`config.mk`:
```
export PLATFORM = sky130hd
export DESIGN_NAME = vqcb_ram
export DESIGN_NICKNAME = d
export VERILOG_FILES = /design/src/design/vqcb_ram.sv
export SDC_FILE = /design/constraint.sdc
export NUM_CORES = 2
export LEC_CHECK = 0
export BUFFER_PORTS_ARGS = -buffer_cell sky130_fd_sc_hd__clkbuf_2
export CAP_MARGIN = 20
export CORE_MARGIN = 10
export CORE_UTILIZATION = 53
export DETAILED_ROUTE_END_ITERATION = 12
export GPL_TIMING_DRIVEN = 0
export HOLD_SLACK_MARGIN = 0.03
export PLACE_DENSITY = 0.75
export SLEW_MARGIN = 20
export SYNTH_ARGS = -nofsm -noshare
export SYNTH_HDL_FRONTEND = slang
export SYNTH_SLANG_ARGS = --single-unit
```
`constraint.sdc`:
```
create_clock -name i_clk -period 2.9 [get_ports i_clk]
set_input_delay 0.58 -clock i_clk [delete_from_list [all_inputs] [get_ports i_clk]]
set_output_delay 0.58 -clock i_clk [all_outputs]
set_load 0.05 [all_outputs]
```
`src/design/vqcb_ram.sv`:
```
// Generic single-write, single-read RAM with registered read data.
`timescale 1ns / 1ps

module vqcb_ram #(
    parameter int WIDTH = 8,
    parameter int DEPTH = 256
) (
    input  logic                     i_clk,
    input  logic                     i_we,
    input  logic [$clog2(DEPTH)-1:0] i_waddr,
    input  logic [WIDTH-1:0]         i_wdata,
    input  logic [$clog2(DEPTH)-1:0] i_raddr,
    output logic [WIDTH-1:0]         o_rdata
);

    logic [WIDTH-1:0] r_mem [DEPTH];

    // Write port
    always_ff @(posedge i_clk) begin
        if (i_we) begin
            r_mem[i_waddr] <= i_wdata;
        end
    end

    // Registered read port
    always_ff @(posedge i_clk) begin
        o_rdata <= r_mem[i_raddr];
    end

endmodule

```
## Word-level counts from Yosys, hierarchy flattened

Memories as Yosys holds them, arrays and structs flattened. A register that Yosys moved wholly into a read port is not among the register bits.
Index checks and enable logic that the tools add are counted.

- Multiplexer cells: 2

Operators with widths:

| kind | count |
|---|---|
| 1-bit 2-to-1 mux | 2 |

- Output and inout port bits: 8
- Register bits after elaboration: 0
- Memories: 1
- RAM bits: 2048

Memories:

| memory | depth | bits a word | read ports | clocked after memory_dff | wr ports | RTL line | source |
|---|---|---|---|---|---|---|---|
| r_mem | 256 | 8 | 1 | 1 | 1 | 16 | `logic [WIDTH-1:0] r_mem [DEPTH];` |

## Longest topological paths before layout

- Depth in word-level cells: 2
- Gate-level depth with buffers: 11
- Mapped depth without buffers: 6

## Worst setup path after synthesis

OpenSTA, ideal clock, no wires.

- Kind: input-to-reg
- Start: input i_raddr[0]
- End: register o_rdata[2] (read register of r_mem)
- Arrival time: 2.387 ns
- Required time: 2.769 ns
- Buffers on the path: 4
- Cell stages on the path: 9
- Setup slack: 0.382 ns
- Path through: buf_6 -> buf_12 -> buf_8 -> buf_2 -> mux4_2 -> a22oi_1 -> a21oi_1 -> nor4_1 -> nor4_2

RTL lines:

| item | RTL line | source |
|---|---|---|
| start, declared | 12 | `input logic [$clog2(DEPTH)-1:0] i_raddr,` |
| end, declared | 13 | `output logic [WIDTH-1:0] o_rdata` |

## Final worst setup path

- Start: input i_waddr[1]
- End: memory r_mem[102][2] (enable)

RTL lines:

| item | RTL line | source |
|---|---|---|
| start, declared | 10 | `input logic [$clog2(DEPTH)-1:0] i_waddr,` |
| end, declared | 16 |  |

Straight into the memory's write port.

==> summary.md <==
| Metric | Value |
|---|---|
| Outcome | finished, violations left |
| Failing checks | setup timing |
| Critical path startpoint category | primary input |
| Clk root buf | clkbuf_16 |
| First-pass GRT wire length | 320000 um |
| H-tree levels | 4 |
| Gr busiest metal | met2 |
| GRT Residual Overflow | 0 |
| I/O pin cnt | 34 |
| Setup slack after layout | -0.343 ns |
| GRT Util Overall | 27.4% |
| Crit path DAT | approximately 3.7 ns |
| Setup-failing EPs final | 678 |
| Core area | 0.149 mm^2 |
| Die Span Y | 407 um |
| Drt first pass iters | 8 |
| Max_cap viols | 0 |
| DRT antenna net count | 0 |
| Max IR drop VDD | 0.000671 V |
| Fillers | 10065 |
| Layout cell share with drive strength beyond 1 | approximately 27% |
| Largest net degree at the start of global routing | 125 |
| FP Rows | 142 |
| Yosys reg bits | 2056 |
| Post-Syn Instances | between 3000 and 4000 |
| Layout net count | 4016 |
| Slew Limit Fails | 0 |
| CTS buffer count | just under 200 |
| M3 GR Usage | 10.2% |
| CP Class | primary input to register |
| Vias in the first global route | 41371 |
| Avg WL per Cell | 37.6 um |
| DRT Wirelength | roughly 230000 um |
| TritonCTS clock tree | yes |
| Fin. Hold Viols | 0 |
| Gpl congestion | 0.982 |
| Crit path capture type | register |
| Crit path required time | approximately 3.4 ns |
| CTS max path bufs | 3 |
| Clk slew on worst S/H paths | about 0.07 ns |
| Met1 track demand over resource | 35.4% |
| Most frequent cells in the layout | 2048 x edfxtp_1, 454 x mux4_2, 199 x clkbuf_16, 178 x nor2_1, 134 x mux2i_1 |
| DP Worst Slack | -2.15 ns |
| Async S/R FF share, synth | 0% |
| Post-CTS Hold Fix Bufs | 0 |
| Initial antenna violation count | 19 |
| Fin crit period | 3.24 ns |
| Starting Density | a little over half |
| Unrepaired setup endpoints after global routing | yes |
| DRC Markers | 0 |
| Slew headroom | around a quarter |
| Port-buffer cells | 26 |
| Vias | 42777 |
| Area growth from synthesis to layout | 13.3% |
| Period utilization | 112% |
| Met2 Track Usage GR | 39.8% |
| Clk sinks | 2056 |
| Pwr Density | around 680 mW/mm^2 |
| Commonest non-fill, non-tap cell in the layout | edfxtp_1 |
| Worst skew pair latency | between 0.8 and 0.9 ns |
| Die area | 0.166 mm^2 |
| Synthesized area | a little under 0.08 mm^2 |
| Ys Warns | 0 |
| Worst-Margin Slew | roughly 1.1 ns |
| Total power | slightly above 0.06 W |
| Avg Vias per Cell | 6.94 |
| Final core occ | between 60% and 70% |
| Syn Nets | 3759 |
| Worst Hold Class | primary input to register |
| Initial DRC count | 7725 |
| Highest clock rate | 0.308 GHz |
| Synthesized area per cell | approximately 21 um^2 |
| Post-synth top flop | edfxtp_1 |
| DIE WIDTH | just over 400 um |
| Min-Delay Path Depth | 1 |
| Synth unique cells | 55 |
| Static Leak | 27.8 nW |
| Hpwl dp | 154000 um |
| Clock skew | roughly 0.026 ns |
| Worst reg2reg path depth | 6 |
| Crit path max fanout | 10 |
| Post-synth EDFFs | 2048 |
| Register area | 0.0617 mm^2 |
| Multi-input gate area | 0.0173 mm^2 |
| Sequential area share after synthesis | 77.5% |
## metrics by stage
step | area [um^2] | hold WS, ns | TNS [ns] | std cells
after floorplan | 79600 | 0.679 | 0 | 3733
after global placement | 82200 | 1.09 | -5745.13 | 5775
after detailed placement | 83000 | 1.05 | -1062.09 | 5801
after CTS | 89700 | 0.155 | -0.745 | 6156
after global routing | 90100 | 0.201 | -6.26 | 6161
final | 90100 | 0.201 | -65.42 | 6168
## logic make-up after synthesis
family	count (synthesis)	share of synthesized area, %
AO/OA/AOI/OAI	385	3.42
flip-flops	2056	77.5
multiplexers	591	14.6
buffers and inverters	235	1.83
AND/OR/NAND/NOR	466	2.63
## timing repair
action,4_1_cts,5_1_grt
gates resized for setup,163,136
setup endpoints to repair,278,746
hold endpoints to repair,0,0
setup buffers,5,3
pin swaps,2,7
## report_power, final
group	total [W]	switching, W	internal (W)
clock network	0.0247	0.0109	0.0138
registers	0.0328	0.0000224	0.0328
logic	0.00376	0.00260	0.00116
## Yosys cell counts (all sizes together), types with 28 or more instances
cell type | n | area (um^2)
edfxtp | 2048 | 61500
nor2 | 282 | 1060
nand2 | 33 | 124
mux4 | 456 | 10300
nor2b | 31 | 194
o22ai | 28 | 175
a21oi | 96 | 480
clkbuf | 111 | 417
buf | 122 | 1030
o221ai | 47 | 418
a22oi | 133 | 998
nand3 | 34 | 170
mux2i | 134 | 1340
## cell type report
type | count | area share, %
Timing Repair Buffer | 61 | 1.05
Clock buffer | 257 | 5.81
Antenna cell | 8 | 0.0222
Sequential cell | 2056 | 68.4
Inverter | 2 | 0.00972
Multi-Input combinational cell | 1442 | 19.2
Tap cell | 2016 | 2.80
Clock inverter | 95 | 0.944
Buffer | 231 | 1.81
## layer usage
metal  wire (um)  vias up  share of wire [%]
li1            -    16238                  -
met1       77100    21890                 33
met2      102000     3859                 44
met3       35800      770                 15
met4       16300       20                7.0
met5         443        -               0.19
## path summary, 6_finish.rpt
kind	slack, ns	from	end
min reg2reg	1.35	r_mem[33][5]	o_rdata[5]
max reg2reg	0.24	r_mem[83][6]	o_rdata[6]
max	-0.34	i_waddr[1]	r_mem[102][2]
min	0.20	i_wdata[3]	r_mem[171][3]
## critical path: stages
cell	delay [ns]
clkbuf_1	0.43
nor2b_1	0.23
clkbuf_1	0.44
nand3_1	0.48
clkbuf_2	0.68
nor2_1	0.86
## flip-flops by register name, summed over array words and instances, names as in the netlist
| signal | cells |
|---|---|
| r_mem | 2048 |
| o_rdata | 8 |
Power figures use the tool's default switching activity.
