<file path="src/design/vqcb_pkg.sv">
// Shared types, constants and helper functions for the VQ codebook block decoder.
`timescale 1ns / 1ps

package vqcb_pkg;

    // Frame grid and store geometry
    localparam int GRID_COLUMNS     = 60;
    localparam int MAX_GRID_ROWS    = 128;
    localparam int CODEBOOK_ENTRIES = 256;
    localparam int LUMA_DEPTH       = 4096;
    localparam int CHROMA_DEPTH     = 2048;
    localparam int LUMA_AW          = $clog2(LUMA_DEPTH);
    localparam int CHROMA_AW        = $clog2(CHROMA_DEPTH);
    localparam int POS_W            = 13;
    localparam int COL_W            = 6;
    localparam int ROW_W            = 7;

    // Request command codes
    localparam logic CMD_CODEBOOK = 1'b0;
    localparam logic CMD_INDEX    = 1'b1;

    // Configuration register indexes
    localparam logic REG_BLOCK_MODE  = 1'b0;
    localparam logic REG_GRID_HEIGHT = 1'b1;

    // Reset values of the configuration registers
    localparam logic [2:0] BLOCK_MODE_RST  = 3'd0;
    localparam logic [7:0] GRID_HEIGHT_RST = 8'd40;

    // Block sequencer states
    typedef enum logic {
        ST_IDLE,
        ST_RUN
    } t_seq_state;

    // Per-pixel tag that travels alongside the store reads
    typedef struct packed {
        logic [7:0] x;
        logic [8:0] y;
        logic       last_blk;
        logic       last_frm;
    } t_pix_tag;

    // Block width from mode: 4x4, 4x3, 3x3, 4x2
    function automatic logic [2:0] block_width(input logic [2:0] mode);
        logic [2:0] w;
        unique case (mode[2:1])
            2'd2:    w = 3'd3;
            default: w = 3'd4;
        endcase
        return w;
    endfunction

    // Block height from mode
    function automatic logic [2:0] block_height(input logic [2:0] mode);
        logic [2:0] h;
        unique case (mode[2:1])
            2'd0:    h = 3'd4;
            2'd1:    h = 3'd3;
            2'd2:    h = 3'd3;
            default: h = 3'd2;
        endcase
        return h;
    endfunction

    // Chroma pairs per block: one per row for odd modes, else one
    function automatic logic [2:0] chroma_pairs(input logic [2:0] mode);
        return mode[0] ? block_height(mode) : 3'd1;
    endfunction

    // Saturate a signed sum to an unsigned byte
    function automatic logic [7:0] clip8(input logic signed [10:0] v);
        logic [7:0] r;
        if (v < 0) begin
            r = 8'd0;
        end else if (v > 11'sd255) begin
            r = 8'd255;
        end else begin
            r = v[7:0];
        end
        return r;
    endfunction

endpackage

</file>
<file path="src/design/vqcb_color_conv.sv">
// YCbCr to clipped RGB converter with the registered pixel output stage.
`timescale 1ns / 1ps

module vqcb_color_conv import vqcb_pkg::*; (
    input  logic       i_clk,
    input  logic       i_rst_n,
    input  logic       i_valid,
    input  t_pix_tag   i_tag,
    input  logic [7:0] i_luma,
    input  logic [7:0] i_cb,
    input  logic [7:0] i_cr,
    output logic       o_valid,
    output t_pix_tag   o_tag,
    output logic [7:0] o_red,
    output logic [7:0] o_green,
    output logic [7:0] o_blue
);

    logic signed [10:0] y_s;
    logic signed [10:0] cb_s;
    logic signed [10:0] cr_s;
    logic signed [10:0] cb_half;
    logic signed [10:0] red_sum;
    logic signed [10:0] green_sum;
    logic signed [10:0] blue_sum;

    // Chroma is signed; Cb halves by arithmetic shift (rounds down)
    always_comb begin
        y_s       = $signed({3'b000, i_luma});
        cb_s      = $signed({{3{i_cb[7]}}, i_cb});
        cr_s      = $signed({{3{i_cr[7]}}, i_cr});
        cb_half   = $signed({{4{i_cb[7]}}, i_cb[7:1]});
        red_sum   = y_s + (cr_s <<< 1);
        green_sum = y_s - cr_s - cb_half;
        blue_sum  = y_s + (cb_s <<< 1);
    end

    // Strobe register
    always_ff @(posedge i_clk) begin
        if (!i_rst_n) begin
            o_valid <= 1'b0;
        end else begin
            o_valid <= i_valid;
        end
    end

    // Pixel payload registers
    always_ff @(posedge i_clk) begin
        o_tag   <= i_tag;
        o_red   <= clip8(red_sum);
        o_green <= clip8(green_sum);
        o_blue  <= clip8(blue_sum);
    end

endmodule

</file>
<file path="config.mk">
export PLATFORM = sky130hd
export DESIGN_NAME = vqcb_color_conv
export DESIGN_NICKNAME = d
export VERILOG_FILES = /design/src/design/vqcb_pkg.sv /design/src/design/vqcb_color_conv.sv
export SDC_FILE = /design/constraint.sdc
export NUM_CORES = 1
export LEC_CHECK = 0
export ABC_CLOCK_PERIOD_IN_PS = 9800
export BUFFER_PORTS_ARGS = -buffer_cell sky130_fd_sc_hd__clkbuf_2
export CAP_MARGIN = 20
export CORE_MARGIN = 2
export CORE_UTILIZATION = 38
export CTS_BUF_LIST = sky130_fd_sc_hd__clkbuf_8
export DETAILED_ROUTE_END_ITERATION = 8
export GPL_TIMING_DRIVEN = 0
export HOLD_SLACK_MARGIN = 0.02
export SLEW_MARGIN = 10
export SYNTH_ARGS = -nofsm -noshare
export SYNTH_HDL_FRONTEND = slang
export SYNTH_SLANG_ARGS = --single-unit
</file>
<file path="constraint.sdc">
create_clock -name i_clk -period 9.8 [get_ports i_clk]
set_clock_uncertainty 0.15 [all_clocks]
set_input_delay 2.45 -clock i_clk [delete_from_list [all_inputs] [get_ports i_clk]]
set_output_delay 2.45 -clock i_clk [all_outputs]
set_load 0.005 [all_outputs]
</file>
======== After elaboration in Yosys (flattened, before gate mapping) ========
Index checks and enable logic that the tools add are counted.
storage, ports and cells
  output and inout bits ................... 44
  logic and storage cells ................. 21
  register bits ........................... 44
  bits of input ports ..................... 46
operators by class
  multiplexer cells ....................... 3
  magnitude comparators ................... 6
  $add $sub $neg .......................... 4
operator list
  kind                 number
  $mux 8               3
  $add 9x9->10         2
  $gt 10x9->1 const B  2
  $lt 10x1->1 const B  2
  $gt 11x9->1 const B  1
  $lt 11x1->1 const B  1
  $sub 10x7->11        1
  $sub 9x8->10         1

======== Depth between registers and ports, before layout ========
  word-level depth ........................ 4
  depth in mapped cells ................... 10
  depth with buffers taken out ............ 10

======== Worst setup path before layout ========
No wires, ideal clock.
  kind .................................... input -> register
  from .................................... in i_cb[7]
  to ...................................... reg o_green[4]
  setup time .............................. 155 ps
  arrival time ............................ 4743 ps
  path buffers ............................ 0
  required time ........................... 9495 ps
  setup slack ............................. 4752 ps
  cell stages on the path ................. 9
  cells stage by stage .................... inv_1 fa_1 ha_1 and3_1 a221oi_1 nand2_1 xnor2_1 nor3_1 o32ai_1
between the ends
  word-level cells in the longest chain between the ends .. 3
  elaborated cells between the ends (all ways) .. 4
  those cells by class .................... add/sub (1); order compare (2); mux (1)
ends and longest elaborated chain
  what                  line                   text
  start, declared       vqcb_color_conv.sv:10  input logic [7:0] i_cb,
  $sub 10x7->11 *       vqcb_color_conv.sv:34  green_sum = y_s - cr_s - cb_half;
  $gt 11x9->1           vqcb_pkg.sv:76         end else if (v > 11'sd255) begin
  $mux 8                vqcb_pkg.sv:76
  end signal, assigned  vqcb_color_conv.sv:51  o_green <= clip8(green_sum);
  end, declared         vqcb_color_conv.sv:15  output logic [7:0] o_green,
Every way passes the cells marked *; elsewhere a longest branch is shown, timed or not.
A chain may end at the register's enable or synchronous reset.

======== Worst setup path after layout ========
Same ends and word-level chain as after synthesis.

==> metrics.md <==
| Metric | Value |
|---|---|
| RSZ-0062 raised after global routing | `no` |
| Fraction of layout cells with a size suffix above 1 | `between 30 and 40%` |
| Initial antenna violation count | `0` |
| Vias per std cell | `about 5` |
| Grt ovf | `0` |
| Sw frac | `between 20 and 30%` |
| Buffer and inverter count on the worst path | `2` |
| Hold_buf cts | `0` |
| DIE AREA | `7008 um^2` |
| Final setup viols | `0` |
| Ys flop type | `dfxtp_1` |
| Max Buffers Root-to-Sink | `2` |
| Pwr dens | `between 150 and 200 nW/um^2` |
| Final Cycle Share | `54.63%` |
| Clk root buf | `clkbuf_8` |
| F_max | `around 190 MHz` |
| Routed WL per cell | `~12 um` |
| Kind of cell adding the most delay to the critical path | `simple AND/OR/NAND/NOR gates` |
| DR vias | `2016` |
| Antenna viol nets, final | `0` |
| Synthesized Nets | `~320` |
| Tot Pwr | `between 0.5 and 0.6 mW` |
| Status | `complete, no violations` |
| Rel. slew slack | `between 30 and 40%` |
| Min cycle time layout | `between 5 and 6 ns` |
| CTS tree | `done` |
| Design area | `just over 3000 um^2` |
| Post-DP Area | `between 2000 and 3000 um^2` |
| Vias in the first global route | `about 2000` |
| Max Slew Vio Count | `0` |
| MaxCap Viol Count | `0` |
| CTS Sinks | `between 40 and 50` |
| Mapped Cells | `~240` |
| Iter 0 DRT Violations | `20` |
| Crit path cell chain | `clkbuf_2 -> inv_1 -> fa_1 -> ha_1 -> and3_1 -> a221oi_1 -> nand2_1 -> xnor2_1 -> nor3_1 -> o32ai_1` |
| Slew @ Worst Pin | `0.9736 ns` |
| Number of inserted diodes | `0` |
| Port Buf Inserts | `89` |
| Combinational Power Share | `approximately a third` |
| Area Growth Syn to Fin | `26.89%` |
| Commonest cells after routing, fill and taps aside | `89 x clkbuf_2, 44 x dfxtp_1, 28 x inv_1, 27 x ha_1, 24 x o21a_1` |
| First-pass GRT wire length | `just under 9000 um` |
| Sequential Power Share | `41.2%` |
| HP Class | `input pin to flip-flop` |
| Synthesized flop and latch total | `44` |
| Total track usage | `between 10% and 20%` |
| DP HPWL | `between 4000 and 5000 um` |
| Avg Inst Size Synth | `around 10 um^2` |
| 1st-pass router iterations | `4` |
| CTS Buf Count | `5` |
| Clk pwr share | `between 20% and 30%` |
| Post-CTS Setup Repair Bufs | `0` |
| Clock transition at path regs | `about 0.08 ns` |
| Final Net Count | `roughly 420` |
| Die width | `roughly 84 um` |
| Total internal power | `between 0.3 and 0.4 mW` |
| WP data arrival | `between 5 and 6 ns` |
| Net Sw Power | `approximately 0.15 mW` |
| Leak | `roughly 1.5 nW` |
| CP Class | `input pin to flip-flop` |
| Asr flop ratio synth | `0%` |
| Placer congestion estimate | `roughly 0.93` |
| Largest net degree at the start of global routing | `14` |
| Worst path required time | `9.78 ns` |
| Crit start category | `input pin` |
| Peak VDD IR | `0.09056 mV` |
| # IOs | `90` |
| Starting density of the core | `approximately two fifths` |
| Yosys cell types | `37` |
| Worst-path cell with the longest stage delay | `nor3_1` |
| H-tree Lvls | `2` |
| DRC Markers | `0` |
| Worst-path fanout max | `8` |
| Setup TNS | `0 ns` |
| Final Hold Fails | `0` |
| Post-synthesis sequential area ratio | `between 30% and 40%` |
| Post-Syn Area | `approximately 2400 um^2` |
| Worst Setup End Kind | `flip-flop` |
| Placeable core area | `between 6000 and 7000 um^2` |
| Post-synth EDFFs | `0` |
| Synth Warn # | `0` |
| Commonest non-fill, non-tap cell in the layout | `clkbuf_2` |
| Post_cts resized | `0` |
| Row cnt | `29` |
| CP peak stage delay | `around 0.60 ns` |
| Final WL | `5121 um` |
| Die height | `approximately 84 um` |
## registers in the layout, indices dropped and copies added, names as in the netlist
name	count
o_valid	1
o_blue	8
o_green	8
o_red	8
o_tag	19
## path summary, 6_finish.rpt
check | from | to | depth (start not counted)
max | i_cb[7] | o_green[4]$_SDFF_PN0_ | 10
min | i_tag[10] | o_tag[10]$_DFF_P_ | 1
## stage by stage
step	worst slack (ns)	hold slack (ns)	utilization, %	cells
2_1_floorplan	4.752	2.328	-	238
3_3_place_gp	4.196	2.403	47.37	404
3_5_place_dp	4.155	2.404	47.37	404
4_1_cts	4.451	2.095	49.10	412
5_1_grt	4.072	2.090	49.10	412
6_report	4.446	2.106	49.10	412
## layout make-up
class,instances,area [um^2]
Fill cell,632,3177
Tap cell,77,96.34
Timing Repair Buffer,89,445.4
Inverter,27,101.3
Sequential cell,44,880.8
Clock inverter,3,38.79
Multi-Input combinational cell,167,1433
Clock buffer,5,68.82
## layer usage
metal | share of wire [%] | up-vias | global-route usage (%)
li1 | - | 1028 | -
met1 | 48 | 900 | 20.62
met2 | 43 | 80 | 24.29
met3 | 7.8 | 8 | 4.847
met4 | 1.7 | 0 | 5.279
met5 | 0 | - | 0
## power by group through the flow
stage | Clock (mW) | Sequential, mW | Combinational (mW)
5_1_grt | 0.146 | 0.220 | 0.200
3_3_place_gp | 0 | 0.221 | 0.176
6_report | 0.133 | 0.217 | 0.176
2_1_floorplan | 0 | 0.226 | 0.110
4_1_cts | 0.139 | 0.217 | 0.178
3_5_place_dp | 0 | 0.222 | 0.177
## cells in the mapped netlist, types with 3 or more instances
cell type	instances	share of area, %
a21o_1	3	0.93
a21oi_1	10	2.1
and3_1	3	0.78
dfxtp_1	44	36
fa_1	11	9.1
ha_1	27	14
inv_1	27	4.2
nand2_1	5	0.78
nand2b_1	5	1.3
nand3_1	3	0.62
nor2_1	9	1.4
nor2b_1	4	1.0
nor3_1	4	0.83
o21a_1	24	7.5
o21ai_0	9	1.9
o22ai_1	8	2.1
xnor2_1	11	4.0
xor2_1	4	1.5
## cell families after synthesis
logic type	share of synthesized area [%]
XOR/XNOR	5.440
buffers and inverters	4.197
AO/OA/AOI/OAI	21.55
adder cells (fa/ha/maj)	23.11
flip-flops	36.48
AND/OR/NAND/NOR	9.223
Power figures use the tool's default switching activity.
